[config.mk]
export PLATFORM = sky130hd
export DESIGN_NAME = caseless_pattern_search_core_flat
export DESIGN_NICKNAME = d
export VERILOG_FILES = /design/src/rtl/cps_pkg.sv /design/src/rtl/cps_ifs.sv /design/src/rtl/cps_cfg_regs.sv /design/src/rtl/cps_window.sv /design/src/rtl/caseless_pattern_search_core.sv /design/src/flat_wrapper.sv
export VERILOG_INCLUDE_DIRS = /design/src /design/src/rtl
export SDC_FILE = /design/constraint.sdc
export NUM_CORES = 2
export LEC_CHECK = 0
export BUFFER_PORTS_ARGS = -buffer_cell sky130_fd_sc_hd__buf_2
export CORE_ASPECT_RATIO = 2
export CORE_MARGIN = 1
export CORE_UTILIZATION = 55
export CTS_BUF_LIST = sky130_fd_sc_hd__clkbuf_8
export DETAILED_ROUTE_END_ITERATION = 7
export GPL_TIMING_DRIVEN = 0
export HOLD_SLACK_MARGIN = 0.1
export PLACE_DENSITY = 0.72
export SLEW_MARGIN = 20
export SYNTH_ARGS = -nofsm -noshare
export SYNTH_HDL_FRONTEND = slang
export SYNTH_HIERARCHICAL = 1
export SYNTH_SLANG_ARGS = --single-unit
[constraint.sdc]
create_clock -name clk -period 12.6 [get_ports clk]
set_clock_uncertainty 0.05 [all_clocks]
set_input_delay 0 -clock clk [delete_from_list [all_inputs] [get_ports clk]]
set_output_delay 0 -clock clk [all_outputs]
set_load 0.02 [all_outputs]
[src/rtl/caseless_pattern_search_core_macros.svh]
// ----------------------------------------------------------------------------
// Caseless pattern search assertion macros
// Shared concurrent assertion wrappers; empty when SYNTH is defined.
// ----------------------------------------------------------------------------
`ifndef CASELESS_PATTERN_SEARCH_CORE_MACROS_SVH
`define CASELESS_PATTERN_SEARCH_CORE_MACROS_SVH

`ifndef SYNTH

// Property checked on every clock edge outside of reset
`define CPS_ASSERT(lbl, clk, rst, prop) \
  lbl: assert property (@(posedge clk) disable iff (rst) prop) \
    else $error("cps: assertion failed");

// Property checked on every clock edge, reset included
`define CPS_ASSERT_ALWAYS(lbl, clk, prop) \
  lbl: assert property (@(posedge clk) prop) \
    else $error("cps: assertion failed");

`else

`define CPS_ASSERT(lbl, clk, rst, prop)
`define CPS_ASSERT_ALWAYS(lbl, clk, prop)

`endif

`endif

[src/rtl/cps_pkg.sv]
// ----------------------------------------------------------------------------
// Caseless pattern search package
// Field widths, register indexes, the configuration bundle and case folding.
// ----------------------------------------------------------------------------
package cps_pkg;

  localparam int CHAR_W    = 8;
  localparam int PAT_BYTES = 32;
  localparam int PAT_IDX_W = 5;
  localparam int LEN_W     = 6;
  localparam int OCC_W     = 16;
  localparam int OUT_CNT_W = 24;
  localparam int CFG_IDX_W = 3;
  localparam int CFG_DATA_W = 64;
  localparam int WORD_BYTES = CFG_DATA_W / CHAR_W;

  localparam logic [CHAR_W-1:0] LINE_FEED   = 8'h0A;
  localparam logic [CHAR_W-1:0] CASE_OFFSET = 8'h20;
  localparam logic [CHAR_W-1:0] LOWER_A     = 8'h61;
  localparam logic [CHAR_W-1:0] LOWER_Z     = 8'h7A;

  // Register indexes on the configuration channel
  typedef enum logic [CFG_IDX_W-1:0] {
    CFG_PAT_LOW      = 3'd0,
    CFG_PAT_MID_LOW  = 3'd1,
    CFG_PAT_MID_HIGH = 3'd2,
    CFG_PAT_HIGH     = 3'd3,
    CFG_PAT_LEN      = 3'd4,
    CFG_OCCURRENCE   = 3'd5,
    CFG_BACKWARD     = 3'd6
  } cfg_idx_t;

  // Configuration as seen by the datapath; pattern bytes are stored folded
  typedef struct packed {
    logic [PAT_BYTES-1:0][CHAR_W-1:0] pattern;
    logic [LEN_W-1:0]                 pat_len;
    logic [OCC_W-1:0]                 occurrence;
    logic                             backward;
  } cps_cfg_t;

  // Fold a..z to upper case
  function automatic logic [CHAR_W-1:0] fold(input logic [CHAR_W-1:0] c);
    if (c >= LOWER_A && c <= LOWER_Z) begin
      return c - CASE_OFFSET;
    end
    return c;
  endfunction

endpackage

[src/rtl/cps_ifs.sv]
// ----------------------------------------------------------------------------
// Caseless pattern search channels
// Valid/ready interfaces for the text stream, results and configuration.
// ----------------------------------------------------------------------------
interface cps_stream_if;
  import cps_pkg::*;
  logic              valid;
  logic              ready;
  logic [CHAR_W-1:0] stream_char;
  logic              last_char;
  modport source (output valid, stream_char, last_char, input ready);
  modport sink   (input valid, stream_char, last_char, output ready);
endinterface

interface cps_result_if;
  import cps_pkg::*;
  logic                 valid;
  logic                 ready;
  logic                 found;
  logic [OUT_CNT_W-1:0] position;
  logic [OUT_CNT_W-1:0] lines_crossed;
  modport source (output valid, found, position, lines_crossed, input ready);
  modport sink   (input valid, found, position, lines_crossed, output ready);
endinterface

interface cps_cfg_if;
  import cps_pkg::*;
  logic                  valid;
  logic                  ready;
  logic [CFG_IDX_W-1:0]  index;
  logic [CFG_DATA_W-1:0] data;
  modport source (output valid, index, data, input ready);
  modport sink   (input valid, index, data, output ready);
endinterface

[src/rtl/cps_cfg_regs.sv]
// ----------------------------------------------------------------------------
// Caseless pattern search configuration registers
// Register file behind the write channel; pattern bytes are folded on write.
// ----------------------------------------------------------------------------
module cps_cfg_regs (
  input  logic              clk,
  input  logic              rst,
  cps_cfg_if.sink           cfg,
  output cps_pkg::cps_cfg_t regs
);
  import cps_pkg::*;

  logic wr_en;

  // Always ready; writes are registered
  assign cfg.ready = 1'b1;
  assign wr_en     = cfg.valid;

  always_ff @(posedge clk) begin
    if (rst) begin
      regs.pattern    <= '0;
      regs.pat_len    <= LEN_W'(1);
      regs.occurrence <= OCC_W'(1);
      regs.backward   <= 1'b0;
    end else if (wr_en) begin
      case (cfg.index)
        CFG_PAT_LOW, CFG_PAT_MID_LOW, CFG_PAT_MID_HIGH, CFG_PAT_HIGH: begin
          for (int k = 0; k < WORD_BYTES; k++) begin
            regs.pattern[{cfg.index[1:0], 3'(k)}] <= fold(cfg.data[CHAR_W*k +: CHAR_W]);
          end
        end
        CFG_PAT_LEN:    regs.pat_len    <= cfg.data[LEN_W-1:0];
        CFG_OCCURRENCE: regs.occurrence <= cfg.data[OCC_W-1:0];
        CFG_BACKWARD:   regs.backward   <= cfg.data[0];
        default: ;
      endcase
    end
  end

endmodule

[src/rtl/cps_window.sv]
// ----------------------------------------------------------------------------
// Caseless pattern search window
// Shift line of recent folded bytes and the parallel compare against the
// pattern, taken over the window as it stands after the incoming byte.
// ----------------------------------------------------------------------------
module cps_window #(
  parameter int PATTERN_MAX = 32,
  parameter int LEN_BITS    = 6
) (
  input  logic                      clk,
  input  logic                      shift_en,
  input  logic [cps_pkg::CHAR_W-1:0] char_in,
  input  cps_pkg::cps_cfg_t         regs,
  input  logic [LEN_BITS-1:0]       eff_len,
  output logic                      hit
);
  import cps_pkg::*;

  logic [CHAR_W-1:0] win      [PATTERN_MAX];
  logic [CHAR_W-1:0] win_new  [PATTERN_MAX];
  logic [CHAR_W-1:0] pat_sel  [PATTERN_MAX];
  logic [PATTERN_MAX-1:0] eq;
  logic [PATTERN_MAX-1:0] in_use;

  // Window after the incoming byte, newest at index 0
  always_comb begin
    win_new[0] = fold(char_in);
    for (int j = 1; j < PATTERN_MAX; j++) begin
      win_new[j] = win[j-1];
    end
  end

  // Pattern byte facing each window slot: direct in backward mode,
  // mirrored about the pattern length otherwise
  always_comb begin
    logic [LEN_BITS-1:0] ridx;
    for (int j = 0; j < PATTERN_MAX; j++) begin
      ridx       = eff_len - LEN_BITS'(1) - LEN_BITS'(j);
      in_use[j]  = LEN_BITS'(j) < eff_len;
      pat_sel[j] = regs.backward ? regs.pattern[PAT_IDX_W'(j)]
                                 : regs.pattern[PAT_IDX_W'(ridx)];
      eq[j]      = win_new[j] == pat_sel[j];
    end
  end

  assign hit = &(eq | ~in_use);

  // Shift line
  always_ff @(posedge clk) begin
    if (shift_en) begin
      for (int j = 0; j < PATTERN_MAX; j++) begin
        win[j] <= win_new[j];
      end
    end
  end

endmodule

[src/rtl/caseless_pattern_search_core.sv]
// ----------------------------------------------------------------------------
// Caseless pattern search core
// Searches a byte stream for a configured pattern, case-insensitive for a-z.
// ----------------------------------------------------------------------------
// Takes one text byte per clock and reports the requested non-overlapping
// occurrence of the pattern (found, byte count and newline count through the
// match end), or not found when the byte flagged last_char arrives first;
// after a result bytes are dropped up to last_char, which rearms the search.
// A byte goes through an input register, a window compare over all pattern
// bytes in parallel with the count update, and a result register. The block
// accepts one byte every cycle while the result register is empty or being
// taken. There is no clearing pass after reset. The user must write
// configuration only while no byte is in flight; the block itself does not
// enforce this.
`include "caseless_pattern_search_core_macros.svh"

module caseless_pattern_search_core #(
  parameter int PATTERN_MAX = 32,
  parameter int COUNT_BITS  = 24
) (
  input  logic         clk,
  input  logic         rst,
  cps_stream_if.sink   stream,
  cps_result_if.source result,
  cps_cfg_if.sink      cfg
);
  import cps_pkg::*;

  localparam int BSM_W = $clog2(PATTERN_MAX + 1);
  localparam logic [BSM_W-1:0]      BSM_MAX = BSM_W'(PATTERN_MAX);
  localparam logic [COUNT_BITS-1:0] CNT_MAX = '1;
  localparam logic [OCC_W-1:0]      OCC_MAX = '1;

  cps_cfg_t regs;

  // Input register
  logic              s1_valid;
  logic [CHAR_W-1:0] s1_char;
  logic              s1_last;

  // Search state
  logic                  search_done;
  logic [BSM_W-1:0]      bsm;
  logic [COUNT_BITS-1:0] cnt;
  logic [COUNT_BITS-1:0] nl_cnt;
  logic [OCC_W-1:0]      matches_seen;

  // Result register
  logic                 out_valid;
  logic                 out_found;
  logic [OUT_CNT_W-1:0] out_pos;
  logic [OUT_CNT_W-1:0] out_lines;

  logic                  adv;
  logic                  proc;
  logic [BSM_W-1:0]      eff_len;
  logic [OCC_W-1:0]      want;
  logic [COUNT_BITS-1:0] cnt_inc;
  logic [COUNT_BITS-1:0] nl_inc;
  logic [BSM_W-1:0]      bsm_inc;
  logic [OCC_W-1:0]      match_inc;
  logic                  win_hit;
  logic                  hit_ok;
  logic                  emit_found;
  logic                  emit;

  cps_cfg_regs u_cfg (
    .clk  (clk),
    .rst  (rst),
    .cfg  (cfg),
    .regs (regs)
  );

  cps_window #(
    .PATTERN_MAX (PATTERN_MAX),
    .LEN_BITS    (BSM_W)
  ) u_window (
    .clk      (clk),
    .shift_en (proc && !search_done),
    .char_in  (s1_char),
    .regs     (regs),
    .eff_len  (eff_len),
    .hit      (win_hit)
  );

  // Handshake: the held byte moves on whenever the result slot is free
  assign adv          = !out_valid || result.ready;
  assign proc         = s1_valid && adv;
  assign stream.ready = !s1_valid || adv;

  // Effective pattern length and occurrence
  always_comb begin
    if (regs.pat_len == '0) begin
      eff_len = BSM_W'(1);
    end else if (int'(regs.pat_len) > PATTERN_MAX) begin
      eff_len = BSM_MAX;
    end else begin
      eff_len = BSM_W'(regs.pat_len);
    end
    want = (regs.occurrence == '0) ? OCC_W'(1) : regs.occurrence;
  end

  // Saturating counts and match decision for the held byte
  always_comb begin
    cnt_inc    = (cnt != CNT_MAX) ? cnt + COUNT_BITS'(1) : cnt;
    nl_inc     = (s1_char == LINE_FEED && nl_cnt != CNT_MAX) ? nl_cnt + COUNT_BITS'(1)
                                                             : nl_cnt;
    bsm_inc    = (bsm != BSM_MAX) ? bsm + BSM_W'(1) : bsm;
    match_inc  = (matches_seen != OCC_MAX) ? matches_seen + OCC_W'(1) : matches_seen;
    hit_ok     = (bsm_inc >= eff_len) && win_hit;
    emit_found = !search_done && hit_ok && (match_inc >= want);
    emit       = !search_done && (emit_found || s1_last);
  end

  // Control state; last_char always rearms
  always_ff @(posedge clk) begin
    if (rst) begin
      s1_valid     <= 1'b0;
      out_valid    <= 1'b0;
      search_done  <= 1'b0;
      bsm          <= '0;
      cnt          <= '0;
      nl_cnt       <= '0;
      matches_seen <= '0;
    end else begin
      if (stream.valid && stream.ready) begin
        s1_valid <= 1'b1;
      end else if (proc) begin
        s1_valid <= 1'b0;
      end

      if (proc && emit) begin
        out_valid <= 1'b1;
      end else if (result.ready) begin
        out_valid <= 1'b0;
      end

      if (proc) begin
        if (s1_last) begin
          search_done  <= 1'b0;
          bsm          <= '0;
          cnt          <= '0;
          nl_cnt       <= '0;
          matches_seen <= '0;
        end else if (!search_done) begin
          cnt    <= cnt_inc;
          nl_cnt <= nl_inc;
          bsm    <= hit_ok ? '0 : bsm_inc;
          if (hit_ok) begin
            matches_seen <= match_inc;
          end
          if (emit_found) begin
            search_done <= 1'b1;
          end
        end
      end
    end
  end

  // Payload registers
  always_ff @(posedge clk) begin
    if (stream.valid && stream.ready) begin
      s1_char <= stream.stream_char;
      s1_last <= stream.last_char;
    end
    if (proc && emit) begin
      out_found <= emit_found;
      out_pos   <= emit_found ? OUT_CNT_W'(cnt_inc) : '0;
      out_lines <= emit_found ? OUT_CNT_W'(nl_inc) : '0;
    end
  end

  assign result.valid         = out_valid;
  assign result.found         = out_found;
  assign result.position      = out_pos;
  assign result.lines_crossed = out_lines;

  // Checks
  `CPS_ASSERT(a_bsm_bound, clk, rst, bsm <= BSM_MAX)
  `CPS_ASSERT(a_nl_le_cnt, clk, rst, nl_cnt <= cnt)
  `CPS_ASSERT(a_not_found_zero, clk, rst, out_valid && !out_found |-> out_pos == '0 && out_lines == '0)
  `CPS_ASSERT(a_last_rearms, clk, rst, proc && s1_last |=> cnt == '0 && matches_seen == '0 && !search_done)
  `CPS_ASSERT(a_done_silent, clk, rst, proc && search_done && !s1_last |=> $stable(cnt) && $stable(nl_cnt))

endmodule
[src/flat_wrapper.sv]
// flat-port wrapper written by rule: the top's interface ports become plain ports
module caseless_pattern_search_core_flat import cps_pkg::*;
#(
  parameter int PATTERN_MAX = 32,
  parameter int COUNT_BITS  = 24
)
  (clk, rst, stream_valid, stream_stream_char, stream_last_char, stream_ready, result_valid, result_found, result_position, result_lines_crossed, result_ready, cfg_valid, cfg_index, cfg_data, cfg_ready);
  cps_stream_if stream_i ();
  cps_result_if result_i ();
  cps_cfg_if cfg_i ();
  input  logic clk;
  input  logic rst;
  input wire logic [$bits(stream_i.valid)-1:0] stream_valid;
  input wire logic [$bits(stream_i.stream_char)-1:0] stream_stream_char;
  input wire logic [$bits(stream_i.last_char)-1:0] stream_last_char;
  output wire logic [$bits(stream_i.ready)-1:0] stream_ready;
  output wire logic [$bits(result_i.valid)-1:0] result_valid;
  output wire logic [$bits(result_i.found)-1:0] result_found;
  output wire logic [$bits(result_i.position)-1:0] result_position;
  output wire logic [$bits(result_i.lines_crossed)-1:0] result_lines_crossed;
  input wire logic [$bits(result_i.ready)-1:0] result_ready;
  input wire logic [$bits(cfg_i.valid)-1:0] cfg_valid;
  input wire logic [$bits(cfg_i.index)-1:0] cfg_index;
  input wire logic [$bits(cfg_i.data)-1:0] cfg_data;
  output wire logic [$bits(cfg_i.ready)-1:0] cfg_ready;
  assign stream_i.valid = stream_valid;
  assign stream_i.stream_char = stream_stream_char;
  assign stream_i.last_char = stream_last_char;
  assign stream_ready = stream_i.ready;
  assign result_valid = result_i.valid;
  assign result_found = result_i.found;
  assign result_position = result_i.position;
  assign result_lines_crossed = result_i.lines_crossed;
  assign result_i.ready = result_ready;
  assign cfg_i.valid = cfg_valid;
  assign cfg_i.index = cfg_index;
  assign cfg_i.data = cfg_data;
  assign cfg_ready = cfg_i.ready;
  caseless_pattern_search_core #(.PATTERN_MAX(PATTERN_MAX), .COUNT_BITS(COUNT_BITS)) u_core (.clk(clk), .rst(rst), .stream(stream_i), .result(result_i), .cfg(cfg_i));
endmodule
==> impl_metrics.py, run 1 <==
metrics = {
    "synthesis": {
        "synth_ff_type": "dfxtp_1",
        "seq_area_frac_synth": 0.341,
        "ys_warn_count": 6,
        "synth.avg_cell_area_um2": 9.46,
        "ys_ff_latch": 658,
        "synth-edff-count": 306,
        "ys_async_sr_fraction": 0,
        "synth_nets": 5155,
        "syn_area_um2": 47600,
        "synthCells": 5034,
        "synth.distinct_cells": 110,
    },
    "global_route": {
        "grt_pass1_vias": 59000,
        "grtUsageTotal": 0.858,
        "grt_pass1_wl_mm": 549,
        "grt_max_degree": 118,
        "grt_overflow_total": 4997,
    },
    "floorplanning": {
        "fp.dieH_um": 418,
        "ios": 133,
        "initial_utilization": 0.555,
        "die_w_um": 210,
        "placementRows": 152,
    },
    "place": {
        "dp_hpwl_mm": 246,
        "pre_cts_slack_ns": -0.294,
        "gp_congestion": 1.45,
        "portBuffers": 122,
    },
    "clocking": {
        "cts_buffers": 92,
        "clock_sinks": 658,
        "h-tree-depth": 3,
        "postCtsSetupRepairBufs": 0,
        "cts_root_buf": "clkbuf_8",
        "clockBufferDepth": 3,
    },
    "run_status": {
        "stop_error": "[ERROR GRT-0116] Global routing finished with congestion. Check the congestion regions in the DRC Viewer.",
        "outcome": "aborted with a tool error",
        "stop_stage": "global routing (5_1_grt)",
    },
}
## what timing repair did
item | 4_1_cts
pin swaps | 0
setup endpoints to repair | 47
endpoints found under the hold margin | 327
gates cloned | 0
hold buffers | 165
resized for setup | 8
## per-stage QoR
step / TNS [ns] / cells / cell area (µm²)
after floorplan: 0 / 5034 / 47600
after global placement: -386.34 / 6311 / 49700
after detailed placement: -7.13 / 6324 / 50000
after CTS: 0 / 6661 / 53700
## Yosys cell counts (117+ instances only)
cell | instances | share of area
a21oi_1 | 285 | 0.030
buf_2 | 117 | 0.012
clkbuf_1 | 188 | 0.015
dfxtp_1 | 352 | 0.15
edfxtp_1 | 306 | 0.19
mux2_2 | 154 | 0.036
mux2i_1 | 457 | 0.096
mux4_2 | 155 | 0.073
nand2_1 | 686 | 0.054
nand3_1 | 150 | 0.016
nor2_1 | 239 | 0.019
nor3_1 | 119 | 0.013
o21ai_0 | 137 | 0.014
xnor2_1 | 324 | 0.060
xor2_1 | 264 | 0.049
## cell families after synthesis
group	synth area share
AO/OA/AOI/OAI	0.126
XOR/XNOR	0.111
adder cells (fa/ha/maj)	0.0105
buffers and inverters	0.0422
flip-flops	0.341
multiplexers	0.206
other	0.0000787
AND/OR/NAND/NOR	0.163
## routing by layer
layer	global-route usage	overflow
met5	0.224	11
met4	0.938	1071
met3	0.612	98
met2	1.15	3727
met1	0.786	90
==> run 2, diff against run 1 <==
- CORE_ASPECT_RATIO: 2 -> not set
- CORE_UTILIZATION: 55 -> 40
- CTS_BUF_LIST: sky130_fd_sc_hd__clkbuf_8 -> not set
- HOLD_SLACK_MARGIN: 0.1 -> not set
- PLACE_DENSITY: 0.72 -> not set
- PLACE_DENSITY_LB_ADDON: not set -> 0.15
==> impl_metrics.py, run 2 <==
metrics = {
    "global_route": {
        "grt_overflow_total": 0,
        "grt_pass1_vias": 43400,
        "grtUsageTotal": 0.509,
        "grt_pass1_wl_mm": 407,
        "grt_max_degree": 108,
        "antenna_found_initial": 26,
    },
    "synthesis": {
        "synthCells": 5034,
        "ys_async_sr_fraction": 0,
        "ys_ff_latch": 658,
        "ys_warn_count": 6,
        "synth_adder_area_share": 0.0105,
        "synth.avg_cell_area_um2": 9.46,
        "synthXorXnorAreaFrac": 0.111,
        "ys_top_cells_by_count": "nand2_1 (686), mux2i_1 (457), dfxtp_1 (352)",
        "synth_area_leaders": "edfxtp_1 (19%), dfxtp_1 (15%), mux2i_1 (9.6%)",
        "synth-simple-area-share": 0.163,
        "synth.distinct_cells": 110,
        "seq_area_frac_synth": 0.341,
        "synth_top_area_cell": "edfxtp_1",
        "synth_top_family_by_area": "multiplexers",
        "synth-edff-count": 306,
        "synth_top_area_share": 0.193,
        "synth_ff_type": "dfxtp_1",
        "synth_compound_area_frac": 0.126,
        "synth.most_common_cell": "nand2_1",
        "synth_nets": 5155,
        "syn_area_um2": 47600,
        "synth_mux_area_frac": 0.206,
    },
    "finish": {
        "syn2layout_area_growth_pct": 14.3,
        "drive_above_1_share": 0.153,
        "final_util": 0.461,
        "final_common_cell": "nand2_1",
        "stdcell_count": 6976,
        "nNetsFinal": 5480,
        "fill_cells": 11300,
        "largestRegisters": "u_core/u_cfg/regs (279), u_core/u_window/win (248)",
        "largest_reg_flops": 279,
        "final_cell_mix": "nand2_1 (686), mux2i_1 (436), dfxtp_1 (352)",
        "max_flop_register": "u_core/u_cfg/regs",
    },
    "timing": {
        "fmax_mhz": 78.6,
        "setup-tns-final_ns": -1.91,
        "relSlewSlack": 0.0997,
        "post-route-period-util": 1.01,
        "hold_violations": 0,
        "slew_viol_final": 0,
        "setup_viol": 17,
        "tightest_slew_ns": 1.34,
        "fin_crit_ns": 12.72,
        "setup_slack_ns": -0.115,
        "hold_slack_ns": 0.0925,
        "grt_setup_unrepaired": "no",
    },
    "route": {
        "wl_per_cell_um": 45.1,
        "dr_total_vias": 48200,
        "drc": 6,
        "drtPass1Iterations": 8,
        "drt-total-wl_mm": 315,
        "ant_nets": 0,
        "drt_iter0_drc": 7895,
        "avgViaCountPerCell": 6.91,
    },
    "floorplanning": {
        "placementRows": 126,
        "fp.dieH_um": 347,
        "fp.coreArea_um2": 118000,
        "die_w_um": 347,
        "die_area_um2": 120000,
        "ios": 133,
        "initial_utilization": 0.403,
    },
    "clocking": {
        "tritoncts": "built",
        "h-tree-depth": 3,
        "cts_buffers": 78,
        "clockBufferDepth": 3,
        "clock_sinks": 658,
        "clkLatencyLatePin_ns": 0.72,
        "cts_root_buf": "clkbuf_16",
        "cts.clk_slew.worst_paths_ns": 0.06,
    },
    "worst_setup_path": {
        "crit_path_max_incr_delay_ns": 0.78,
        "critPathBufInv": 16,
        "r2r_slack_ns": -0.12,
        "critical_path.most_common_cell": "buf_2",
        "crit_type": "reg2reg",
        "cp.required_ns": 12.96,
        "slowest_stage": "mux2i_1",
        "cp_data_arrival_time_ns": 13.07,
        "cp.depth": 34,
        "reg2reg_depth": 34,
        "crit_fanout": 17,
        "crit_path_end_kind": "register",
        "start_kind": "register",
        "cp_top_family": "buffers and inverters",
        "timing.critical_path.to": "u_core/result.lines_crossed[9]",
        "r2r_end": "u_core/result.lines_crossed[9]",
        "r2r-start": "u_core/u_cfg/regs[17]",
        "startpoint": "u_core/u_cfg/regs[17]",
    },
    "place": {
        "portBuffers": 122,
        "dp.cells": 6704,
        "dp_hpwl_mm": 255,
        "gp_congestion": 1.16,
    },
    "worst_hold_path": {
        "hp-start": "cfg_data[14]",
        "min_path_type": "in2reg",
    },
    "power_and_ir_drop": {
        "peakVddDrop_mv": 0.132,
        "p_total_mw": 6.04,
        "p_per_area_nw_per_um2": 111,
        "leakagePower_nw": 19.8,
    },
    "job": {
        "cap_violations": 0,
    },
    "run_status": {
        "violations": "DRC, setup timing",
        "outcome": "finished, violations left",
    },
}
## run 2: metrics by stage
| stage | worst slack, ns | area [µm²] |
|---|---|---|
| final | -0.115 | 54400 |
| after floorplan | 1.96 | 47600 |
| after CTS | 0.513 | 54200 |
| after global placement | -5.41 | 50200 |
| after detailed placement | 0.474 | 50500 |
| after global routing | 0.0293 | 54400 |
## run 2: final cells by class
type | instances | area, µm² | share of cell area
Inverter | 103 | 394 | 0.00724
Clock buffer | 100 | 2170 | 0.0399
Multi-Input combinational cell | 3914 | 29600 | 0.544
Antenna cell | 19 | 47.5 | 0.000873
Buffer | 359 | 1650 | 0.0304
Sequential cell | 658 | 16200 | 0.298
Timing Repair Buffer | 245 | 1860 | 0.0342
Clock inverter | 42 | 512 | 0.00940
Tap cell | 1536 | 1920 | 0.0353
## run 2: worst min-delay path, cell delays in order
cell and delay (ns):
dlygate4sd3_1 0.53, buf_2 0.15, nand2_1 0.06, a21oi_1 0.05
## run 2: power breakdown
part | switching, mW | internal, mW | total (mW)
Combinational | 0.800 | 0.372 | 1.17
Sequential | 0.158 | 2.30 | 2.46
Clock | 1.01 | 1.39 | 2.41
## run 2: repair_timing
item	4_1_cts	5_1_grt
gates resized for setup	0	16
setup buffers	0	5
hold buffers	106	0
endpoints found under the setup margin	0	32
endpoints found under the hold margin	298	0
## run 2: how the worst min path moves through the flow
| stage | endpoint | slack (ns) | cells after the start |
|---|---|---|---|
| floorplan | u_core/s1_char[0] | 0.05 | 0 |
| global placement | u_core/s1_char[7] | 0.13 | 1 |
| detailed placement | u_core/s1_char[5] | 0.13 | 1 |
| CTS | u_core/u_cfg/regs[15] | 0.07 | 4 |
| global route | u_core/u_cfg/regs[15] | 0.12 | 4 |
| finish | u_core/u_cfg/regs[15] | 0.09 | 4 |
## run 2: kinds of logic after synthesis
| family | after synthesis |
|---|---|
| compound gates | 900 |
| simple gates | 1611 |
| xor+xnor | 596 |
| mux | 766 |
| buf+inv | 462 |
| other cells | 1 |
| fa+ha+maj | 40 |
| flops | 658 |
## run 2: layer usage
metal / track usage / vias to the layer above / part of all wire
li1: - / 19300 / -
met1: 0.626 / 24000 / 0.37
met2: 0.679 / 3851 / 0.38
met3: 0.238 / 1010 / 0.15
met4: 0.393 / 14 / 0.094
met5: 0 / - / 0.00026
Power figures use the tool's default switching activity.
